**config.mk**
```make
export PLATFORM = sky130hd
export DESIGN_NAME = line_pixel_stepper_core
export DESIGN_NICKNAME = d
export VERILOG_FILES = /design/src/rtl/lps_pkg.sv /design/src/rtl/lps_step.sv /design/src/rtl/lps_out_reg.sv /design/src/rtl/line_pixel_stepper_core.sv
export SDC_FILE = /design/constraint.sdc
export NUM_CORES = 1
export LEC_CHECK = 0
export ABC_AREA = 1
export CAP_MARGIN = 10
export CELL_PAD_IN_SITES_DETAIL_PLACEMENT = 0
export CELL_PAD_IN_SITES_GLOBAL_PLACEMENT = 1
export CORE_MARGIN = 3
export CORE_UTILIZATION = 38
export CTS_BUF_LIST = sky130_fd_sc_hd__clkbuf_16
export DETAILED_ROUTE_END_ITERATION = 10
export DONT_BUFFER_PORTS = 1
export PLACE_DENSITY = 0.71
export SLEW_MARGIN = 40
export SYNTH_ARGS = -nofsm -noshare
export SYNTH_HDL_FRONTEND = slang
export SYNTH_HIERARCHICAL = 1
export SYNTH_SLANG_ARGS = --single-unit
```
**constraint.sdc**
```tcl
create_clock -name clock -period 10.9 [get_ports clock]
set_input_delay 1.09 -clock clock [delete_from_list [all_inputs] [get_ports clock]]
set_output_delay 1.09 -clock clock [all_outputs]
set_load 0.005 [all_outputs]
```
**src/rtl/lps_pkg.sv**
```systemverilog
`timescale 1ns / 1ps
package lps_pkg;

   localparam int COORD_BITS = 12;
   localparam int SURF_BITS  = 12;
   localparam int ERR_BITS   = COORD_BITS + 2;
   localparam int CMP_BITS   = (COORD_BITS > SURF_BITS) ? COORD_BITS : SURF_BITS;
   localparam int COLOR_BITS = 32;

   localparam logic [SURF_BITS-1:0] SURFACE_WIDTH_RESET  = SURF_BITS'(640);
   localparam logic [SURF_BITS-1:0] SURFACE_HEIGHT_RESET = SURF_BITS'(480);

   typedef enum logic {
      ACT_START = 1'b0,
      ACT_TICK  = 1'b1
   } action_type;

   typedef enum logic {
      CSR_SURFACE_WIDTH  = 1'b0,
      CSR_SURFACE_HEIGHT = 1'b1
   } csr_index_type;

   typedef logic signed [COORD_BITS-1:0] coord_type;
   typedef logic [SURF_BITS-1:0]         surf_type;
   typedef logic [COLOR_BITS-1:0]        color_type;

   typedef struct packed {
      action_type action;
      coord_type  start_x;
      coord_type  start_y;
      coord_type  end_x;
      coord_type  end_y;
      color_type  pixel_color;
   } req_type;

   typedef struct packed {
      coord_type pixel_x;
      coord_type pixel_y;
      color_type out_color;
      logic      inside_res;
      logic      last;
   } rsp_type;

   // Step unit to output register: one pixel beat per cycle at most.
   typedef struct packed {
      logic    emit;
      rsp_type data;
   } step_out_type;

endpackage

```
**src/rtl/lps_step.sv**
```systemverilog
`timescale 1ns / 1ps
module lps_step (
   input  logic                clock,
   input  logic                reset,
   input  logic                accept,
   input  lps_pkg::req_type    req,
   input  lps_pkg::surf_type   surface_width,
   input  lps_pkg::surf_type   surface_height,
   output lps_pkg::step_out_type step_out
);

   lps_pkg::coord_type cur_x_ff, cur_x_in, cur_y_ff, cur_y_in;
   lps_pkg::coord_type target_x_ff, target_x_in, target_y_ff, target_y_in;
   logic [lps_pkg::COORD_BITS-1:0] span_x_ff, span_x_in, span_y_ff, span_y_in;
   logic signed [lps_pkg::ERR_BITS-1:0] error_ff, error_in;
   lps_pkg::color_type color_ff, color_in;
   logic active_ff, active_in;

   logic signed [lps_pkg::COORD_BITS:0] diff_x, diff_y, abs_x, abs_y;
   logic signed [lps_pkg::ERR_BITS:0] err_ext, e2, sx_ext, sy_ext;
   logic move_x, move_y, done;
   lps_pkg::coord_type next_x, next_y;
   logic [lps_pkg::COORD_BITS-1:0] px_u, py_u;
   logic on_surface;

   function automatic lps_pkg::coord_type step_toward(lps_pkg::coord_type c,
                                                      lps_pkg::coord_type t);
      lps_pkg::coord_type r;
      if (c < t) begin
         r = c + lps_pkg::coord_type'(1);
      end else begin
         r = c - lps_pkg::coord_type'(1);
      end
      return r;
   endfunction

   always_comb begin
      diff_x = (lps_pkg::COORD_BITS+1)'(req.start_x) - (lps_pkg::COORD_BITS+1)'(req.end_x);
      diff_y = (lps_pkg::COORD_BITS+1)'(req.start_y) - (lps_pkg::COORD_BITS+1)'(req.end_y);
      abs_x  = diff_x[lps_pkg::COORD_BITS] ? -diff_x : diff_x;
      abs_y  = diff_y[lps_pkg::COORD_BITS] ? -diff_y : diff_y;

      err_ext = (lps_pkg::ERR_BITS+1)'(error_ff);
      e2      = err_ext <<< 1;
      sx_ext  = $signed((lps_pkg::ERR_BITS+1)'(span_x_ff));
      sy_ext  = $signed((lps_pkg::ERR_BITS+1)'(span_y_ff));
      move_x  = e2 > -sy_ext;
      move_y  = !move_x && (e2 < sx_ext);
      next_x  = move_x ? step_toward(cur_x_ff, target_x_ff) : cur_x_ff;
      next_y  = move_y ? step_toward(cur_y_ff, target_y_ff) : cur_y_ff;
      done    = (next_x == target_x_ff) && (next_y == target_y_ff);

      px_u   = cur_x_ff;
      py_u   = cur_y_ff;
      on_surface = !cur_x_ff[lps_pkg::COORD_BITS-1] && !cur_y_ff[lps_pkg::COORD_BITS-1] &&
                   (lps_pkg::CMP_BITS'(px_u) < lps_pkg::CMP_BITS'(surface_width)) &&
                   (lps_pkg::CMP_BITS'(py_u) < lps_pkg::CMP_BITS'(surface_height));
   end

   always_comb begin
      cur_x_in    = cur_x_ff;
      cur_y_in    = cur_y_ff;
      target_x_in = target_x_ff;
      target_y_in = target_y_ff;
      span_x_in   = span_x_ff;
      span_y_in   = span_y_ff;
      error_in    = error_ff;
      color_in    = color_ff;
      active_in   = active_ff;
      step_out.emit            = 1'b0;
      step_out.data.pixel_x    = cur_x_ff;
      step_out.data.pixel_y    = cur_y_ff;
      step_out.data.out_color  = color_ff;
      step_out.data.inside_res = on_surface;
      step_out.data.last       = done;
      if (accept) begin
         case (req.action)
            lps_pkg::ACT_START: begin
               cur_x_in    = req.start_x;
               cur_y_in    = req.start_y;
               target_x_in = req.end_x;
               target_y_in = req.end_y;
               span_x_in   = abs_x[lps_pkg::COORD_BITS-1:0];
               span_y_in   = abs_y[lps_pkg::COORD_BITS-1:0];
               error_in    = lps_pkg::ERR_BITS'(abs_x) - lps_pkg::ERR_BITS'(abs_y);
               color_in    = req.pixel_color;
               active_in   = (req.start_x != req.end_x) || (req.start_y != req.end_y);
            end
            lps_pkg::ACT_TICK: begin
               if (active_ff) begin
                  step_out.emit = 1'b1;
                  cur_x_in      = next_x;
                  cur_y_in      = next_y;
                  if (move_x) begin
                     error_in = lps_pkg::ERR_BITS'(err_ext - sy_ext);
                  end else if (move_y) begin
                     error_in = lps_pkg::ERR_BITS'(err_ext + sx_ext);
                  end
                  active_in = !done;
               end
            end
            default: begin
               active_in = active_ff;
            end
         endcase
      end
   end

   always_ff @(posedge clock) begin
      cur_x_ff    <= cur_x_in;
      cur_y_ff    <= cur_y_in;
      target_x_ff <= target_x_in;
      target_y_ff <= target_y_in;
      span_x_ff   <= span_x_in;
      span_y_ff   <= span_y_in;
      error_ff    <= error_in;
      color_ff    <= color_in;
      if (reset) begin
         active_ff <= 1'b0;
      end else begin
         active_ff <= active_in;
      end
   end

endmodule

```
**src/rtl/lps_out_reg.sv**
```systemverilog
`timescale 1ns / 1ps
module lps_out_reg (
   input  logic                  clock,
   input  logic                  reset,
   input  lps_pkg::step_out_type step_out,
   input  logic                  rsp_stall,
   output logic                  rsp_valid,
   output lps_pkg::rsp_type      rsp_payload
);

   logic             valid_ff, valid_in;
   lps_pkg::rsp_type data_ff, data_in;

   always_comb begin
      valid_in = valid_ff;
      data_in  = data_ff;
      if (step_out.emit) begin
         valid_in = 1'b1;
         data_in  = step_out.data;
      end else if (!rsp_stall) begin
         // beat taken (or none waiting): drop
         valid_in = 1'b0;
      end
   end

   always_ff @(posedge clock) begin
      data_ff <= data_in;
      if (reset) begin
         valid_ff <= 1'b0;
      end else begin
         valid_ff <= valid_in;
      end
   end

   assign rsp_valid   = valid_ff;
   assign rsp_payload = data_ff;

endmodule

```
**src/rtl/line_pixel_stepper_core.sv**
```systemverilog
`timescale 1ns / 1ps
// Four-connected Bresenham line stepper. A start beat (action ACT_START) loads
// the endpoints and color and yields no pixel; each tick beat (ACT_TICK) while
// a line is in progress yields one pixel beat, flagged in inside_res against the
// surface size, with last set on the pixel just before the end point, which is
// itself never produced. The error update and the step are one add and compare
// ahead of the state registers, and a pixel is captured in an output register
// at the edge that accepts its tick, so it is offered on rsp in the very next
// cycle. A new beat is accepted every cycle that req_stall is low; req_stall
// rises only while a pixel waits in the output register and rsp_stall is high.
// The size registers reset to 640 by 480 and csr_ready is always high; write
// them only while the block is idle.
module line_pixel_stepper_core (
   input  logic                   clock,
   input  logic                   reset,
   input  logic                   req_valid,
   output logic                   req_stall,
   input  lps_pkg::req_type       req_payload,
   output logic                   rsp_valid,
   input  logic                   rsp_stall,
   output lps_pkg::rsp_type       rsp_payload,
   input  logic                   csr_valid,
   output logic                   csr_ready,
   input  lps_pkg::csr_index_type csr_index,
   input  lps_pkg::surf_type      csr_wdata
);

   lps_pkg::surf_type     surface_width_ff, surface_width_in;
   lps_pkg::surf_type     surface_height_ff, surface_height_in;
   lps_pkg::step_out_type step_out;
   logic                  accept;

   assign csr_ready = 1'b1;
   assign req_stall = rsp_valid && rsp_stall;
   assign accept    = req_valid && !req_stall;

   always_comb begin
      surface_width_in  = surface_width_ff;
      surface_height_in = surface_height_ff;
      if (csr_valid && csr_ready) begin
         case (csr_index)
            lps_pkg::CSR_SURFACE_WIDTH:  surface_width_in  = csr_wdata;
            lps_pkg::CSR_SURFACE_HEIGHT: surface_height_in = csr_wdata;
            default: begin
               surface_width_in = surface_width_ff;
            end
         endcase
      end
   end

   always_ff @(posedge clock) begin
      if (reset) begin
         surface_width_ff  <= lps_pkg::SURFACE_WIDTH_RESET;
         surface_height_ff <= lps_pkg::SURFACE_HEIGHT_RESET;
      end else begin
         surface_width_ff  <= surface_width_in;
         surface_height_ff <= surface_height_in;
      end
   end

   lps_step u_step (
      .clock          (clock),
      .reset          (reset),
      .accept         (accept),
      .req            (req_payload),
      .surface_width  (surface_width_ff),
      .surface_height (surface_height_ff),
      .step_out       (step_out)
   );

   lps_out_reg u_out_reg (
      .clock       (clock),
      .reset       (reset),
      .step_out    (step_out),
      .rsp_stall   (rsp_stall),
      .rsp_valid   (rsp_valid),
      .rsp_payload (rsp_payload)
   );

endmodule

```
==> results.py <==
metrics = {
    "sta": {
        "max-slew-margin-rel_pct": 46.95,
        "setup_viol": 0,
        "hold_viol_final": 0,
        "maxSlewViolCount": 0,
        "holdWs_ps": 413.5,
        "fmax_mhz": 159.3,
        "tns_ps": 0,
        "setup_slack_ps": 4621,
        "worstMarginPinSlew_ps": 785.5,
        "rsz0062_at_grt": "false",
        "min_period_over_period_pct": 57.60,
        "skew_ps": 8.460,
        "fin_crit_ps": 6279,
    },
    "synth": {
        "yosysMostFrequentCell": "nand2_1",
        "synthDistinctLibCells": 53,
        "synth_edf_count": 176,
        "synth_warnings": 6,
        "postSynthAreaPerCell_um2": 8.151,
        "async_flop_share_pct": 0,
        "yosys-top-cells-area": "edfxtp_1, nand2_1, ha_1",
        "ys.flop_type": "edfxtp_1",
        "synth_commonest_cells": "nand2_1, inv_1, edfxtp_1, nor2_1, nand3_1",
        "netlist_instances": 1671,
        "yosys.area.top_type": "edfxtp_1",
        "ys_seq_area_share_pct": 42.62,
        "synth_area_um2": 13620,
        "ys_seq_elements": 202,
        "synth_nets": 1898,
        "synth.top_cell.area_share_pct": 38.80,
    },
    "floorplan": {
        "start_util_pct": 38.95,
        "num_rows": 68,
        "coreArea_um2": 34970,
        "die_w_um": 195.3,
        "die_area_um2": 38150,
        "pin_count": 160,
        "dieHeight_um": 195.3,
    },
    "global_route": {
        "antenna_found_initial": 0,
        "gr-total-overflow": 0,
        "grtUsageTotal_pct": 19.22,
        "grt_max_degree": 63,
        "grt_pass1_vias": 10581,
        "grt_first_pass_wirelength_um": 58300,
    },
    "clock_network": {
        "cts_setup_buffers": 0,
        "clockRootBuffer": "clkbuf_16",
        "cts.sinks": 202,
        "clock_path_buffers": 3,
        "clk_pin_slew_ps": 60,
        "cts_hold_buf": 0,
        "post_cts_resized": 0,
        "cts_tree": "done",
        "clkLatencyLatePin_ps": 540,
        "cts_buffers": 25,
        "htreeDepth": 1,
    },
    "cells_and_area": {
        "finish.utilization_pct": 42.40,
        "design_area_um2": 14830,
        "drive_gt1_share_pct": 5.213,
        "synthToLayoutAreaGrowth_pct": 8.865,
        "antenna_cells": 0,
        "fin_cells": 2143,
        "final_nets": 1896,
    },
    "run": {
        "drv_cap": 0,
    },
    "power_and_ir_drop": {
        "static-leakage-power_nw": 6.883,
        "ir_worst_vdd_uv": 167.9,
        "power.total_mw": 2.911,
        "power_density_nw_per_um2": 196.3,
    },
    "detailed_routing": {
        "vias_per_cell": 5.172,
        "drcViolationCount": 0,
        "vias": 11083,
        "postRouteAntennaNets": 0,
        "routedWlPerCell_um": 17.48,
        "routed_wirelength_um": 37460,
        "firstDrtPassIters": 5,
        "first_iter_violations": 796,
    },
    "placed_design": {
        "io_buffer_count": 0,
        "dpl.hpwl_um": 28910,
        "dpl-instance-area_um2": 14040,
        "place_congestion": 0.9049,
        "dp_cells": 2097,
        "place_ws_ps": 4547,
    },
    "hold_path": {
        "hold_depth": 0,
        "hold_class": "reg -> reg",
    },
    "setup_path": {
        "crit_fanout": 35,
        "cp-end-kind": "register",
        "required_ps": 11180,
        "arrival_ps": 6560,
        "crit_top_cell": "nand2_1",
        "reg2reg_depth": 42,
        "path_class": "reg -> reg",
        "cp_slowest_cell": "edfxtp_1",
        "critPathMaxStageDelay_ps": 400,
        "cp-start-kind": "register",
        "rrSetupSlack_ps": 4620,
    },
    "outcome": {
        "outcome": "finished, final reports clean",
    },
}
## sequential cells by signal (all words and copies together) (netlist names)
| name | cells |
|---|---|
| u_out_reg/rsp_payload | 58 |
| u_step/color_ff | 32 |
| u_step/error_ff | 14 |
| surface_height_ff | 12 |
| surface_width_ff | 12 |
| u_step/cur_x_ff | 12 |
| u_step/cur_y_ff | 12 |
| u_step/span_x_ff | 12 |
| u_step/span_y_ff | 12 |
| u_step/target_x_ff | 12 |
| u_step/target_y_ff | 12 |
| u_out_reg/rsp_valid | 1 |
| u_step/active_ff | 1 |
## cell families (layout without fill, tap and decap cells)
group / Yosys count / count (layout) / share of synthesized area (%)
simple gates: 788 / 788 / 24.50
buf+inv: 297 / 314 / 8.763
flops: 202 / 202 / 42.62
compound gates: 199 / 199 / 8.506
fa+ha+maj: 128 / 128 / 11.98
xor+xnor: 56 / 56 / 3.601
other cells: 1 / 1 / 0.02753
## per-layer routing
layer  share of wire [%]  track usage [%]  vias to the layer above
li1                    -                -                     5542
met1                  47            27.31                     5193
met2                  43            30.04                      314
met3                 7.5            4.365                       34
met4                 2.0            4.383                        0
met5                   0                0                        -
## where the power goes
group / switching [mW] / total [mW] / internal [mW]
sequential: 0.0659 / 1.00 / 0.935
clock: 0.349 / 0.790 / 0.441
combinational: 0.737 / 1.12 / 0.383
## path summary, 6_finish.rpt
path | from | to
max | u_step/span_y_ff[0]$_DFFE_PP_ | u_step/error_ff[12]$_DFFE_PP_
min | u_step/color_ff[2]$_DFFE_PP_ | u_out_reg/rsp_payload[4]$_DFFE_PP_
max reg2reg | u_step/span_y_ff[0]$_DFFE_PP_ | u_step/error_ff[12]$_DFFE_PP_
min reg2reg | u_step/color_ff[2]$_DFFE_PP_ | u_out_reg/rsp_payload[4]$_DFFE_PP_
## worst max-delay path, delay by kind of cell, from the launching register on
family	cells	cell delay, ps
AND/OR/NAND/NOR	21	2280
AO/OA/AOI/OAI	10	1310
adder cells (fa/ha/maj)	4	1080
buffers and inverters	7	930
flip-flops	1	400
## cells in the final DEF (no fill, tap or decap), types with 3 or more instances in the layout
cell type and n:
a31oi_1 14, o41ai_1 14, ha_1 124, o31ai_1 4
or2_2 4, clkbuf_16 26, nand2_1 437, o21bai_1 10
inv_6 5, clkinv_2 3, nand2_2 16, nor2_2 4
fa_1 4, nand3b_1 5, o221ai_1 3, nand3_2 5
a21oi_1 61, nor2_1 139, a211oi_1 3, nor4_1 5
nand3_1 132, nand4_1 12, a21oi_2 3, nor3_1 20
dfxtp_1 26, clkinvlp_4 3, o21ai_1 7, xnor2_1 9
o21ai_0 68, xor2_1 47, buf_4 3, edfxtp_1 176
inv_1 262, o22ai_1 3, inv_2 5
## layout make-up
type	count	area, µm²
multi-input cells	1172	6638
repair buffers	5	45.04
clock inverters	20	132.6
clock buffers	26	650.6
well taps	455	569.3
inverters	263	987.2
flip-flops and latches	202	5806
fillers	3457	20140
No activity file was read; power rests on OpenSTA's default activity.
